## src/hdl/drop_pkg.sv

```systemverilog
package drop_pkg;

  localparam int unsigned DNS_SLOTS         = 2;
  localparam int unsigned FRAME_LIMIT       = 1500;
  localparam int unsigned LINK_HEADER_BYTES = 42;

  localparam int unsigned WORDS      = 7;
  localparam int unsigned OFF_W      = 16;
  localparam int unsigned ADDR_W     = 4;
  localparam int unsigned DATA_W     = 64;

  localparam logic [OFF_W-1:0] OFFSET_CAP = {OFF_W{1'b1}};
  localparam logic [OFF_W-1:0] CODE_LIMIT = OFF_W'(FRAME_LIMIT - LINK_HEADER_BYTES);

  // Message byte offsets.
  localparam logic [OFF_W-1:0] OFF_XID_FIRST    = OFF_W'(4);
  localparam logic [OFF_W-1:0] OFF_XID_LAST     = OFF_W'(7);
  localparam logic [OFF_W-1:0] OFF_YIADDR_FIRST = OFF_W'(16);
  localparam logic [OFF_W-1:0] OFF_YIADDR_LAST  = OFF_W'(19);
  localparam logic [OFF_W-1:0] OFF_MAC_FIRST    = OFF_W'(28);
  localparam logic [OFF_W-1:0] OFF_MAC_LAST     = OFF_W'(33);
  localparam logic [OFF_W-1:0] OFF_COOKIE_FIRST = OFF_W'(236);
  localparam logic [OFF_W-1:0] OFF_COOKIE_LAST  = OFF_W'(239);
  localparam logic [OFF_W-1:0] OFF_OPTIONS      = OFF_W'(240);

  // Option codes.
  localparam logic [7:0] OPT_PAD    = 8'd0;
  localparam logic [7:0] OPT_SUBNET = 8'd1;
  localparam logic [7:0] OPT_ROUTER = 8'd3;
  localparam logic [7:0] OPT_DNS    = 8'd6;
  localparam logic [7:0] OPT_LEASE  = 8'd51;
  localparam logic [7:0] OPT_TYPE   = 8'd53;
  localparam logic [7:0] OPT_SERVER = 8'd54;
  localparam logic [7:0] OPT_END    = 8'd255;

  // Message types.
  localparam logic [2:0] TYPE_NONE  = 3'd0;
  localparam logic [2:0] TYPE_OFFER = 3'd2;
  localparam logic [2:0] TYPE_ACK   = 3'd5;

  // Lease word slots; slot zero is yiaddr and never an option target.
  localparam logic [2:0] SLOT_NONE   = 3'd0;
  localparam logic [2:0] SLOT_SERVER = 3'd1;
  localparam logic [2:0] SLOT_LEASE  = 3'd2;
  localparam logic [2:0] SLOT_SUBNET = 3'd3;
  localparam logic [2:0] SLOT_ROUTER = 3'd4;
  localparam logic [2:0] SLOT_DNS0   = 3'd5;

  // Register indexes.
  localparam logic REG_XID = 1'b0;
  localparam logic REG_MAC = 1'b1;

  typedef enum logic [1:0] {
    ST_REJECTED = 2'd0,
    ST_IGNORED  = 2'd1,
    ST_STORED   = 2'd2
  } status_e;

  typedef enum logic [3:0] {
    PH_CODE  = 4'b0001,
    PH_LEN   = 4'b0010,
    PH_VALUE = 4'b0100,
    PH_DONE  = 4'b1000
  } phase_e;

  typedef struct packed {
    logic [31:0] xid;
    logic [47:0] mac;
  } cfg_t;

  typedef struct packed {
    status_e     status;
    logic [2:0]  lease_type;
    logic [WORDS-1:0][31:0] words;
  } result_t;

  function automatic logic [2:0] slot_of(logic [7:0] code);
    logic [2:0] slot;
    case (code)
      OPT_SERVER: slot = SLOT_SERVER;
      OPT_LEASE:  slot = SLOT_LEASE;
      OPT_SUBNET: slot = SLOT_SUBNET;
      OPT_ROUTER: slot = SLOT_ROUTER;
      default:    slot = SLOT_NONE;
    endcase
    return slot;
  endfunction

  function automatic logic [7:0] cookie_byte(logic [1:0] idx);
    logic [7:0] val;
    case (idx)
      2'd0:    val = 8'd99;
      2'd1:    val = 8'd130;
      2'd2:    val = 8'd83;
      default: val = 8'd99;
    endcase
    return val;
  endfunction

endpackage

```

## src/hdl/drop_cfg_regs.sv

```systemverilog
module drop_cfg_regs (
  input  logic                         clk_i,
  input  logic                         rst_ni,
  input  logic                         psel,
  input  logic                         penable,
  input  logic                         pwrite,
  input  logic [drop_pkg::ADDR_W-1:0]  paddr,
  input  logic [drop_pkg::DATA_W-1:0]  pwdata,
  output logic [drop_pkg::DATA_W-1:0]  prdata,
  output logic                         pready,
  output drop_pkg::cfg_t               cfg_o
);

  logic [31:0] xid_q;
  logic [47:0] mac_q;
  logic        wr_en;

  assign pready = 1'b1;
  assign wr_en  = psel & penable & pwrite;

  // Registers sit on an 8-byte stride, so bit 3 selects the register.
  always_ff @(posedge clk_i or negedge rst_ni) begin
    if (!rst_ni) begin
      xid_q <= '0;
      mac_q <= '0;
    end else if (wr_en) begin
      if (paddr[3] == drop_pkg::REG_MAC) begin
        mac_q <= pwdata[47:0];
      end else begin
        xid_q <= pwdata[31:0];
      end
    end
  end

  always_comb begin
    if (paddr[3] == drop_pkg::REG_MAC) begin
      prdata = {16'b0, mac_q};
    end else begin
      prdata = {32'b0, xid_q};
    end
  end

  assign cfg_o.xid = xid_q;
  assign cfg_o.mac = mac_q;

endmodule

```

## src/hdl/drop_parser.sv

```systemverilog
module drop_parser (
  input  logic              clk_i,
  input  logic              rst_ni,
  input  drop_pkg::cfg_t    cfg_i,
  input  logic              in_valid_i,
  output logic              in_ready_o,
  input  logic              operation_i,
  input  logic [7:0]        data_byte_i,
  input  logic              last_i,
  input  logic              slot_free_i,
  output logic              res_valid_o,
  output drop_pkg::result_t res_o
);

  localparam int unsigned W = drop_pkg::WORDS;

  // Input register.
  logic       item_valid_q;
  logic       op_q;
  logic [7:0] byte_q;
  logic       last_q;
  logic       advance;

  // Per-message state.
  logic [drop_pkg::OFF_W-1:0] off_q, off_d;
  drop_pkg::phase_e           phase_q, phase_d;
  logic [7:0]                 code_q, code_d;
  logic [7:0]                 remain_q, remain_d;
  logic [7:0]                 idx_q, idx_d;
  logic [31:0]                acc_q, acc_d;
  logic                       mismatch_q, mismatch_d;
  logic                       ignore_q, ignore_d;
  logic                       magic_q, magic_d;
  logic [W-1:0][31:0]         cand_q, cand_d;
  logic [2:0]                 ctype_q, ctype_d;

  // Stored lease.
  logic [W-1:0][31:0]         stored_q, stored_d;
  logic [2:0]                 stype_q, stype_d;

  drop_pkg::status_e          status;

  assign advance    = item_valid_q & (op_q | ~last_q | slot_free_i);
  assign in_ready_o = ~item_valid_q | advance;

  always_ff @(posedge clk_i or negedge rst_ni) begin
    if (!rst_ni) begin
      item_valid_q <= 1'b0;
    end else if (in_ready_o) begin
      item_valid_q <= in_valid_i;
    end
  end

  always_ff @(posedge clk_i) begin
    if (in_ready_o && in_valid_i) begin
      op_q   <= operation_i;
      byte_q <= data_byte_i;
      last_q <= last_i;
    end
  end

  always_comb begin
    logic [2:0]  slot;
    logic [31:0] shifted;
    logic [31:0] base;
    logic [47:0] mac_sh;
    logic [31:0] xid_sh;
    logic [2:0]  mac_sel;

    off_d      = off_q;
    phase_d    = phase_q;
    code_d     = code_q;
    remain_d   = remain_q;
    idx_d      = idx_q;
    acc_d      = acc_q;
    mismatch_d = mismatch_q;
    ignore_d   = ignore_q;
    magic_d    = magic_q;
    cand_d     = cand_q;
    ctype_d    = ctype_q;
    stored_d   = stored_q;
    stype_d    = stype_q;
    status     = drop_pkg::ST_REJECTED;

    slot    = drop_pkg::slot_of(code_q);
    shifted = 32'(byte_q) << {~idx_q[1:0], 3'b000};
    xid_sh  = cfg_i.xid >> {~off_q[1:0], 3'b000};
    mac_sel = 3'(drop_pkg::OFF_MAC_LAST - off_q);
    mac_sh  = cfg_i.mac >> {mac_sel, 3'b000};
    base    = '0;

    if (op_q) begin
      stored_d = '0;
      stype_d  = drop_pkg::TYPE_NONE;
    end else begin
      if (off_q >= drop_pkg::OFF_XID_FIRST && off_q <= drop_pkg::OFF_XID_LAST) begin
        if (byte_q != xid_sh[7:0]) begin
          mismatch_d = 1'b1;
        end
      end else if (off_q >= drop_pkg::OFF_YIADDR_FIRST &&
                   off_q <= drop_pkg::OFF_YIADDR_LAST) begin
        cand_d[0] = cand_q[0] | (32'(byte_q) << {~off_q[1:0], 3'b000});
      end else if (off_q >= drop_pkg::OFF_MAC_FIRST && off_q <= drop_pkg::OFF_MAC_LAST) begin
        if (byte_q != mac_sh[7:0]) begin
          mismatch_d = 1'b1;
        end
      end else if (off_q >= drop_pkg::OFF_COOKIE_FIRST &&
                   off_q <= drop_pkg::OFF_COOKIE_LAST) begin
        if (byte_q != drop_pkg::cookie_byte(off_q[1:0])) begin
          magic_d = 1'b0;
        end
      end else if (off_q >= drop_pkg::OFF_OPTIONS && magic_q) begin
        case (phase_q)
          drop_pkg::PH_CODE: begin
            if (off_q >= drop_pkg::CODE_LIMIT || byte_q == drop_pkg::OPT_END) begin
              phase_d = drop_pkg::PH_DONE;
            end else if (byte_q != drop_pkg::OPT_PAD) begin
              code_d  = byte_q;
              phase_d = drop_pkg::PH_LEN;
            end
          end
          drop_pkg::PH_LEN: begin
            remain_d = byte_q;
            idx_d    = '0;
            acc_d    = '0;
            if (slot != drop_pkg::SLOT_NONE) begin
              cand_d[slot] = '0;
            end
            if (byte_q == 8'd0) begin
              if (code_q == drop_pkg::OPT_TYPE) begin
                ignore_d = 1'b1;
              end
              phase_d = drop_pkg::PH_CODE;
            end else begin
              phase_d = drop_pkg::PH_VALUE;
            end
          end
          drop_pkg::PH_VALUE: begin
            if (code_q == drop_pkg::OPT_TYPE) begin
              if (idx_q == 8'd0) begin
                if (byte_q == 8'(drop_pkg::TYPE_OFFER) && stype_q == drop_pkg::TYPE_ACK) begin
                  ignore_d = 1'b1;
                end else if (byte_q == 8'(drop_pkg::TYPE_OFFER) ||
                             byte_q == 8'(drop_pkg::TYPE_ACK)) begin
                  ctype_d = byte_q[2:0];
                end else begin
                  ignore_d = 1'b1;
                end
              end
            end else if (slot != drop_pkg::SLOT_NONE) begin
              if (idx_q < 8'd4) begin
                acc_d        = acc_q | shifted;
                cand_d[slot] = acc_q | shifted;
              end
            end else if (code_q == drop_pkg::OPT_DNS) begin
              // Each of the first two complete groups of four value bytes fills one server slot.
              base  = (idx_q[1:0] == 2'd0) ? 32'd0 : acc_q;
              acc_d = base | shifted;
              if (idx_q[1:0] == 2'd3 && idx_q[7:2] < 6'(drop_pkg::DNS_SLOTS)) begin
                cand_d[drop_pkg::SLOT_DNS0 + 3'(idx_q[2])] = base | shifted;
              end
            end
            idx_d    = idx_q + 8'd1;
            remain_d = remain_q - 8'd1;
            if (remain_q == 8'd1) begin
              phase_d = drop_pkg::PH_CODE;
            end
          end
          default: begin
          end
        endcase
      end

      if (off_q != drop_pkg::OFFSET_CAP) begin
        off_d = off_q + drop_pkg::OFF_W'(1);
      end

      if (last_q) begin
        if (mismatch_d || off_q < drop_pkg::OFF_MAC_LAST) begin
          status = drop_pkg::ST_REJECTED;
        end else if (ignore_d || ctype_d == drop_pkg::TYPE_NONE ||
                     (stype_q != drop_pkg::TYPE_NONE && cand_d[1] != stored_q[1])) begin
          status = drop_pkg::ST_IGNORED;
        end else begin
          stored_d = cand_d;
          stype_d  = ctype_d;
          status   = drop_pkg::ST_STORED;
        end
        // Start over for the next message.
        off_d      = '0;
        phase_d    = drop_pkg::PH_CODE;
        code_d     = '0;
        remain_d   = '0;
        idx_d      = '0;
        acc_d      = '0;
        mismatch_d = 1'b0;
        ignore_d   = 1'b0;
        magic_d    = 1'b1;
        cand_d     = '0;
        ctype_d    = drop_pkg::TYPE_NONE;
      end
    end
  end

  always_ff @(posedge clk_i or negedge rst_ni) begin
    if (!rst_ni) begin
      off_q      <= '0;
      phase_q    <= drop_pkg::PH_CODE;
      code_q     <= '0;
      remain_q   <= '0;
      idx_q      <= '0;
      acc_q      <= '0;
      mismatch_q <= 1'b0;
      ignore_q   <= 1'b0;
      magic_q    <= 1'b1;
      cand_q     <= '0;
      ctype_q    <= drop_pkg::TYPE_NONE;
      stored_q   <= '0;
      stype_q    <= drop_pkg::TYPE_NONE;
    end else if (advance) begin
      off_q      <= off_d;
      phase_q    <= phase_d;
      code_q     <= code_d;
      remain_q   <= remain_d;
      idx_q      <= idx_d;
      acc_q      <= acc_d;
      mismatch_q <= mismatch_d;
      ignore_q   <= ignore_d;
      magic_q    <= magic_d;
      cand_q     <= cand_d;
      ctype_q    <= ctype_d;
      stored_q   <= stored_d;
      stype_q    <= stype_d;
    end
  end

  assign res_valid_o      = advance & ~op_q & last_q;
  assign res_o.status     = status;
  assign res_o.lease_type = stype_d;
  assign res_o.words      = stored_d;

endmodule

```

## src/hdl/drop_result_reg.sv

```systemverilog
module drop_result_reg (
  input  logic              clk_i,
  input  logic              rst_ni,
  input  logic              res_valid_i,
  input  drop_pkg::result_t res_i,
  output logic              slot_free_o,
  output logic              out_valid_o,
  input  logic              out_ready_i,
  output drop_pkg::result_t res_o
);

  logic              valid_q;
  drop_pkg::result_t res_q;

  assign slot_free_o = ~valid_q | out_ready_i;

  always_ff @(posedge clk_i or negedge rst_ni) begin
    if (!rst_ni) begin
      valid_q <= 1'b0;
    end else if (slot_free_o) begin
      valid_q <= res_valid_i;
    end
  end

  always_ff @(posedge clk_i) begin
    if (slot_free_o && res_valid_i) begin
      res_q <= res_i;
    end
  end

  assign out_valid_o = valid_q;
  assign res_o       = res_q;

endmodule

```

## src/hdl/dhcp_reply_option_parser_unit.sv

```systemverilog
// Channel   Handshake                 Payload
// input     in_valid_i / in_ready_o   operation_i, data_byte_i, last_i
// result    out_valid_o / out_ready_i status_o, lease_type_o, seven lease words
// config    APB psel/penable/pwrite   paddr (xid at 0, mac at 8), pwdata, prdata
//
// One byte transaction is taken every cycle unless the input stalls; the per-byte
// state update is a single pass of logic between the input register and the state
// and result registers. A last byte is held in the input register, and its result
// is then captured in the result register. Reset is asynchronous and active low;
// no clearing pass follows it. Input stalls only when a last byte meets a full
// result register that is not being drained.
module dhcp_reply_option_parser_unit (
  input  logic                         clk_i,
  input  logic                         rst_ni,
  input  logic                         psel,
  input  logic                         penable,
  input  logic                         pwrite,
  input  logic [drop_pkg::ADDR_W-1:0]  paddr,
  input  logic [drop_pkg::DATA_W-1:0]  pwdata,
  output logic [drop_pkg::DATA_W-1:0]  prdata,
  output logic                         pready,
  input  logic                         in_valid_i,
  output logic                         in_ready_o,
  input  logic                         operation_i,
  input  logic [7:0]                   data_byte_i,
  input  logic                         last_i,
  output logic                         out_valid_o,
  input  logic                         out_ready_i,
  output logic [1:0]                   status_o,
  output logic [2:0]                   lease_type_o,
  output logic [31:0]                  offered_ip_o,
  output logic [31:0]                  server_id_o,
  output logic [31:0]                  lease_seconds_o,
  output logic [31:0]                  subnet_mask_o,
  output logic [31:0]                  router_ip_o,
  output logic [31:0]                  dns_first_o,
  output logic [31:0]                  dns_second_o
);

  drop_pkg::cfg_t    cfg;
  drop_pkg::result_t res;
  drop_pkg::result_t res_out;
  logic              res_valid;
  logic              slot_free;

  drop_cfg_regs u_cfg (
    .clk_i   (clk_i),
    .rst_ni  (rst_ni),
    .psel    (psel),
    .penable (penable),
    .pwrite  (pwrite),
    .paddr   (paddr),
    .pwdata  (pwdata),
    .prdata  (prdata),
    .pready  (pready),
    .cfg_o   (cfg)
  );

  drop_parser u_parser (
    .clk_i       (clk_i),
    .rst_ni      (rst_ni),
    .cfg_i       (cfg),
    .in_valid_i  (in_valid_i),
    .in_ready_o  (in_ready_o),
    .operation_i (operation_i),
    .data_byte_i (data_byte_i),
    .last_i      (last_i),
    .slot_free_i (slot_free),
    .res_valid_o (res_valid),
    .res_o       (res)
  );

  drop_result_reg u_result (
    .clk_i       (clk_i),
    .rst_ni      (rst_ni),
    .res_valid_i (res_valid),
    .res_i       (res),
    .slot_free_o (slot_free),
    .out_valid_o (out_valid_o),
    .out_ready_i (out_ready_i),
    .res_o       (res_out)
  );

  assign status_o        = res_out.status;
  assign lease_type_o    = res_out.lease_type;
  assign offered_ip_o    = res_out.words[0];
  assign server_id_o     = res_out.words[1];
  assign lease_seconds_o = res_out.words[2];
  assign subnet_mask_o   = res_out.words[3];
  assign router_ip_o     = res_out.words[4];
  assign dns_first_o     = res_out.words[5];
  assign dns_second_o    = res_out.words[6];

endmodule

```

## config.mk

```make
export PLATFORM = sky130hd
export DESIGN_NAME = dhcp_reply_option_parser_unit
export DESIGN_NICKNAME = d
export VERILOG_FILES = /design/src/hdl/drop_pkg.sv /design/src/hdl/drop_cfg_regs.sv /design/src/hdl/drop_parser.sv /design/src/hdl/drop_result_reg.sv /design/src/hdl/dhcp_reply_option_parser_unit.sv
export SDC_FILE = /design/constraint.sdc
export NUM_CORES = 2
export LEC_CHECK = 0
export BUFFER_PORTS_ARGS = -buffer_cell sky130_fd_sc_hd__buf_2
export CAP_MARGIN = 15
export CORE_MARGIN = 2
export CORE_UTILIZATION = 35
export DETAILED_ROUTE_END_ITERATION = 8
export SYNTH_ARGS = -nofsm -noshare
export SYNTH_HDL_FRONTEND = slang
export SYNTH_SLANG_ARGS = --single-unit
```

## constraint.sdc

```tcl
create_clock -name clk_i -period 17.7 [get_ports clk_i]
set_input_delay 3.54 -clock clk_i [delete_from_list [all_inputs] [get_ports clk_i]]
set_output_delay 3.54 -clock clk_i [all_outputs]
set_load 0.01 [all_outputs]
```

# Yosys cells after proc, flatten, opt, wreduce, memory -nomap -nowiden
# Cells that the tools add are included.
# classes
n_addsub	5
n_lt_le_gt_ge	17
eq_ne	32
shifts	4
n_mux	125
n_bitwise	21
reduce_logical	42
# op_table
op	count
224-bit two-way mux	16
224-bit bitwise mux	2
32-bit two-way mux	14
224-bit case mux with 2 select lines	1
224-bit bitwise AND	1
224-bit NOT	1
8-bit two-way mux	26
32-bit demux with 3-bit select	2
192-bit two-way mux	1
32-bit OR	3
32-bit case mux with 2 select lines	1
8-bit by 5-bit left shift with 32-bit output	2
3-bit two-way mux	17
48-bit two-way mux	1
8-bit case mux with 2 select lines	3
48-bit by 6-bit >> shifter with 8-bit output	1
4-bit two-way mux	9
16-bit by 5-bit greater-or-equal comparator with 1-bit output, second input constant	2
16-bit by 8-bit greater-or-equal comparator with 1-bit output, second input constant	2
16-bit two-way mux	2
32-bit != test	1
32-bit by 5-bit >> shifter with 8-bit output	1
1-bit two-way mux	26
8-bit by 6-bit == test with 1-bit output, second input constant	3
57 further kinds	108
# totals
reg_bits	854
in_bits	85
elab_cells	287

# Depth between registers and ports, before layout
# depth
word_depth	24
ltp_mapped	18
ltp_nobuf	12

# Modules after synthesis
# From an unflattened synthesis, not the netlist that was laid out.
# hier_totals
cells_unflattened	4116
hier_area_um2	42026.6
# modules_own_cells
module	n_inst	cells_each	area_per_inst_um2	seq_area_each_um2
drop_parser	1	3641	31506.5	13665.6
drop_result_reg	1	233	6930.4	6901.6
drop_cfg_regs	1	242	3589.7	2001.9

# Worst setup path before layout
# No wires, ideal clock.
# synth_path
path_type	input -> register
start	input port out_ready_i
end	register u_result.res_q, in the netlist u_result.res_o[0] (enable)
arrival_ns	10.716
t_required_ns	17.016
path_slack_ns	6.300
stages	6
path_buffers	2
path_cell_list	nand2b_1 o21ai_1 or2_2 clkbuf_1 inv_1 clkbuf_1
# synth_between
elab_chain_len	6
# synth_lines
element	line_no	rtl
start, declared	dhcp_reply_option_parser_unit.sv:28	input logic out_ready_i,
1-bit OR (*)	drop_result_reg.sv:15	assign slot_free_o = ~valid_q | out_ready_i;
1-bit OR	drop_parser.sv:43	assign advance = item_valid_q & (op_q | ~last_q | slot_free_i);
1-bit bitwise AND	drop_parser.sv:43	
1-bit bitwise AND (2 in series)	drop_parser.sv:237	assign res_valid_o = advance & ~op_q & last_q;
1-bit logical AND (*)	drop_result_reg.sv:26	if (slot_free_o && res_valid_i) begin
end signal, assigned	drop_result_reg.sv:27	res_q <= res_i;
end, declared	drop_result_reg.sv:13	drop_pkg::result_t res_q;
# Mark *: on every way between the ends. The rest lies on a longest branch, timed or not.
# A chain may end at the register's enable or synchronous reset.

# Worst setup path after layout
# layout_path
start	input port paddr[3] in the netlist's numbering
end	output port prdata[7] in the netlist's numbering
# layout_between
elab_chain_len	1
# layout_lines
element	line_no	rtl
start, declared	dhcp_reply_option_parser_unit.sv:18	input logic [drop_pkg::ADDR_W-1:0] paddr,
48-bit two-way mux	drop_cfg_regs.sv:36	if (paddr[3] == drop_pkg::REG_MAC) begin
end, declared	dhcp_reply_option_parser_unit.sv:20	output logic [drop_pkg::DATA_W-1:0] prdata,
# No other way between the ends.

==> results.toml <==
[clock_tree]
clock_path_buffers = 3
h-tree-depth = 3
cts_setup_buffers = 0
cts_buffers = 97
clock_sinks = 854
cts_hold_buf = 0
clk_pin_slew_ps = 60
cts_tree = "done"
clk_latency_ps = 700
ctsResizeCount = 0
cts_root_buffer = "clkbuf_16"

[synth]
yosysWarnings = 0
synth_area_leaders = "dfrtp_1 (38%), edfxtp_1 (18%), o21ai_0 (4.6%)"
ys_types = 66
ys_seq_area_share_pct = 55.5
syn_area_um2 = 40600
synthTopCellsByCount = "dfrtp_1 (613), o21ai_0 (373), a21oi_1 (354)"
synth_area_per_cell_um2 = 10.6
yosysMostFrequentCell = "dfrtp_1"
ys_ff_latch = 854
synthDominantCellAreaShare_pct = 37.7
syn_inst = 3818
synth-edff-count = 239
synth_flop_cell = "dfrtp_1"
synthArstFlopShare_pct = 72.0
yosys.area.top_type = "dfrtp_1"

[sta]
fin_crit_ps = 8490
max_freq_ghz = 0.118
clock_skew_ps = 28.1
worst_slew_pin_slew_ps = 1290
grt_setup_unrepaired = "no"
tns_ps = 0
fin_crit_sh_pct = 48.0
maxSlewViolCount = 0
maxSlewHeadroom_pct = 12.6
worst_slack_ps = 9210
setup_viol = 0
finalHoldViolations = 0

[placed_design]
dpl_cell_area_um2 = 43500
place_ws_ps = 9170
routabilityCongestion = 0.829
io_buffers = 344
dp_hpwl_um = 78900

[drt]
dr.first_iter.drc_count = 3903
via_per_inst = 5.90
vias = 32800
routedWlPerCell_um = 24.1
drc_errors = 0
totalWireLength_um = 134000
ant_nets = 0
dr.pass1.iters = 5

[power]
power_mw = 4.56
power.density_nw_per_um2 = 97.7
ir_worst_vdd_v = 0.0000645
p_leak_nw = 19.2

[global_route]
grt_pass1_wl_um = 201000
grt_antenna_before_repair = 15
grt_max_degree = 203
track_usage_pct = 21.9
overflow = 0
grt_pass1_vias = 30600

[outcome]
status = "finished clean"

[worst_setup_path]
r2r_slack_ps = 10160
cp_slowest_cell = "buf_2"
cp-start-kind = "input port"
path_class = "input port to output port"
cp_top_family = "buffers and inverters"
path_cells = "buf_2 > mux2_2 > buf_2"
crit_required_ps = 14160
critPathCaptureType = "output port"
critPathMaxFanout = 50
slowest_delay_ps = 790
critical_path_buf_inv_count = 2
arrival_ps = 4950
crit_top_cell = "buf_2"

[flow_run]
maxCapViolations = 0

[layout]
final-seq-area_um2 = 22600
nNetsFinal = 4051
drive_gt1_share_pct = 18.7
fin_area_um2 = 46700
layout.filler_cells = 11100
fin_util_pct = 40.4
multi_input_area_um2 = 16400
area_growth_syn_to_layout_pct = 14.9

[min_path]
hold_path.class = "register to register"

[floorplan]
fp.dieH_um = 345
ios = 381
core_um2 = 116000
fp.dieArea_um2 = 119000
start_util_pct = 35.1
rows = 125
die_w_um = 345
## worst reg2reg max path, cell delays in order, from the launching register on
cell and delay [ps]:
dfrtp_1 400, nor4bb_1 1080, and2_1 360, o2111ai_4 500, o21ai_1 630, xor2_1 140, nor4_1 490, nand4_1 390
o32ai_4 300, buf_4 780, buf_12 550, a21oi_1 540, nor3_1 1000
## layout make-up
cell class                 instances  share of cell area (%)
multi-input combinational       2532                    35.2
timing repair buffer             427                    5.12
antenna                            3                  0.0161
clock inverter                    62                    1.19
sequential                       854                    48.3
inverter                          44                   0.370
clock buffer                     121                    5.72
tap                             1524                    4.08
## sequential cells by signal (all words and copies together) (netlist names), 4 cells and up
signal,cells
u_parser.off_q,16
u_parser.byte_q,8
u_parser.cand_q,224
u_parser.stored_q,224
u_result.res_o,229
u_parser.idx_q,8
u_cfg.xid_q,32
u_parser.acc_q,32
u_parser.remain_q,8
u_cfg.mac_q,48
u_parser.phase_q,4
u_parser.code_q,8
## path summary, 6_finish.rpt
path / startpoint / cells after the start / endpoint
setup / recovery: paddr[3] / 3 / prdata[7]
hold / removal: u_parser.cand_q[217] / 2 / u_parser.cand_q[217]
setup reg to reg: u_parser.code_q[7] / 12 / u_result.res_o[225]
hold reg to reg: u_parser.cand_q[217] / 2 / u_parser.cand_q[217]
max in group asynchronous: rst_ni / 4 / u_parser.acc_q[1]
min in group asynchronous: rst_ni / 1 / u_parser.cand_q[10]
## layer usage
| metal | wire, µm | part of all wire [%] | global-route usage [%] |
|---|---|---|---|
| met2 | 62400 | 46 | 33.7 |
| met1 | 57600 | 43 | 30.7 |
| met3 | 9690 | 7.2 | 4.05 |
| met4 | 4470 | 3.3 | 7.83 |
| met5 | 117 | 0.087 | 0 |
## metrics by stage
stage,instances,hold slack (ps)
finish,5567,477
CTS,5563,483
floorplan,3833,450
detailed placement,5380,470
global placement,5380,462
global route,5567,498
## layout by cell type, fill, tap and decap left out, drive strengths merged, types with 9 or more instances in the layout
master,n
a211oi,129
a21o,10
a21oi,354
a221o,128
a22o,135
a22oi,105
a32o,32
and2,24
buf,427
clkbuf,121
clkinv,44
conb,17
dfrtp,613
edfxtp,239
ha,10
inv,47
mux2,123
mux4,16
nand2,283
nand2b,9
nand3,115
nand4,12
nor2,122
nor2b,141
nor3,29
nor4,147
o21a,25
o21ai,398
o41ai,42
xnor2,19
xor2,39
## power by group
part	switching, mW	internal [mW]
combinational	0.245	0.141
clock	0.866	1.19
sequential	0.0437	2.08
total	1.16	3.41
## kinds of logic after synthesis
logic type / after synthesis / share of synthesized area [%]
XOR/XNOR: 58 / 1.25
multiplexers: 139 / 4.29
flip-flops: 854 / 55.5
other: 2 / 0.0185
AND/OR/NAND/NOR: 923 / 11.4
adder cells (fa/ha/maj): 10 / 0.308
buffers and inverters: 447 / 4.59
AO/OA/AOI/OAI: 1385 / 22.6
(Power assumes the default switching activity.)
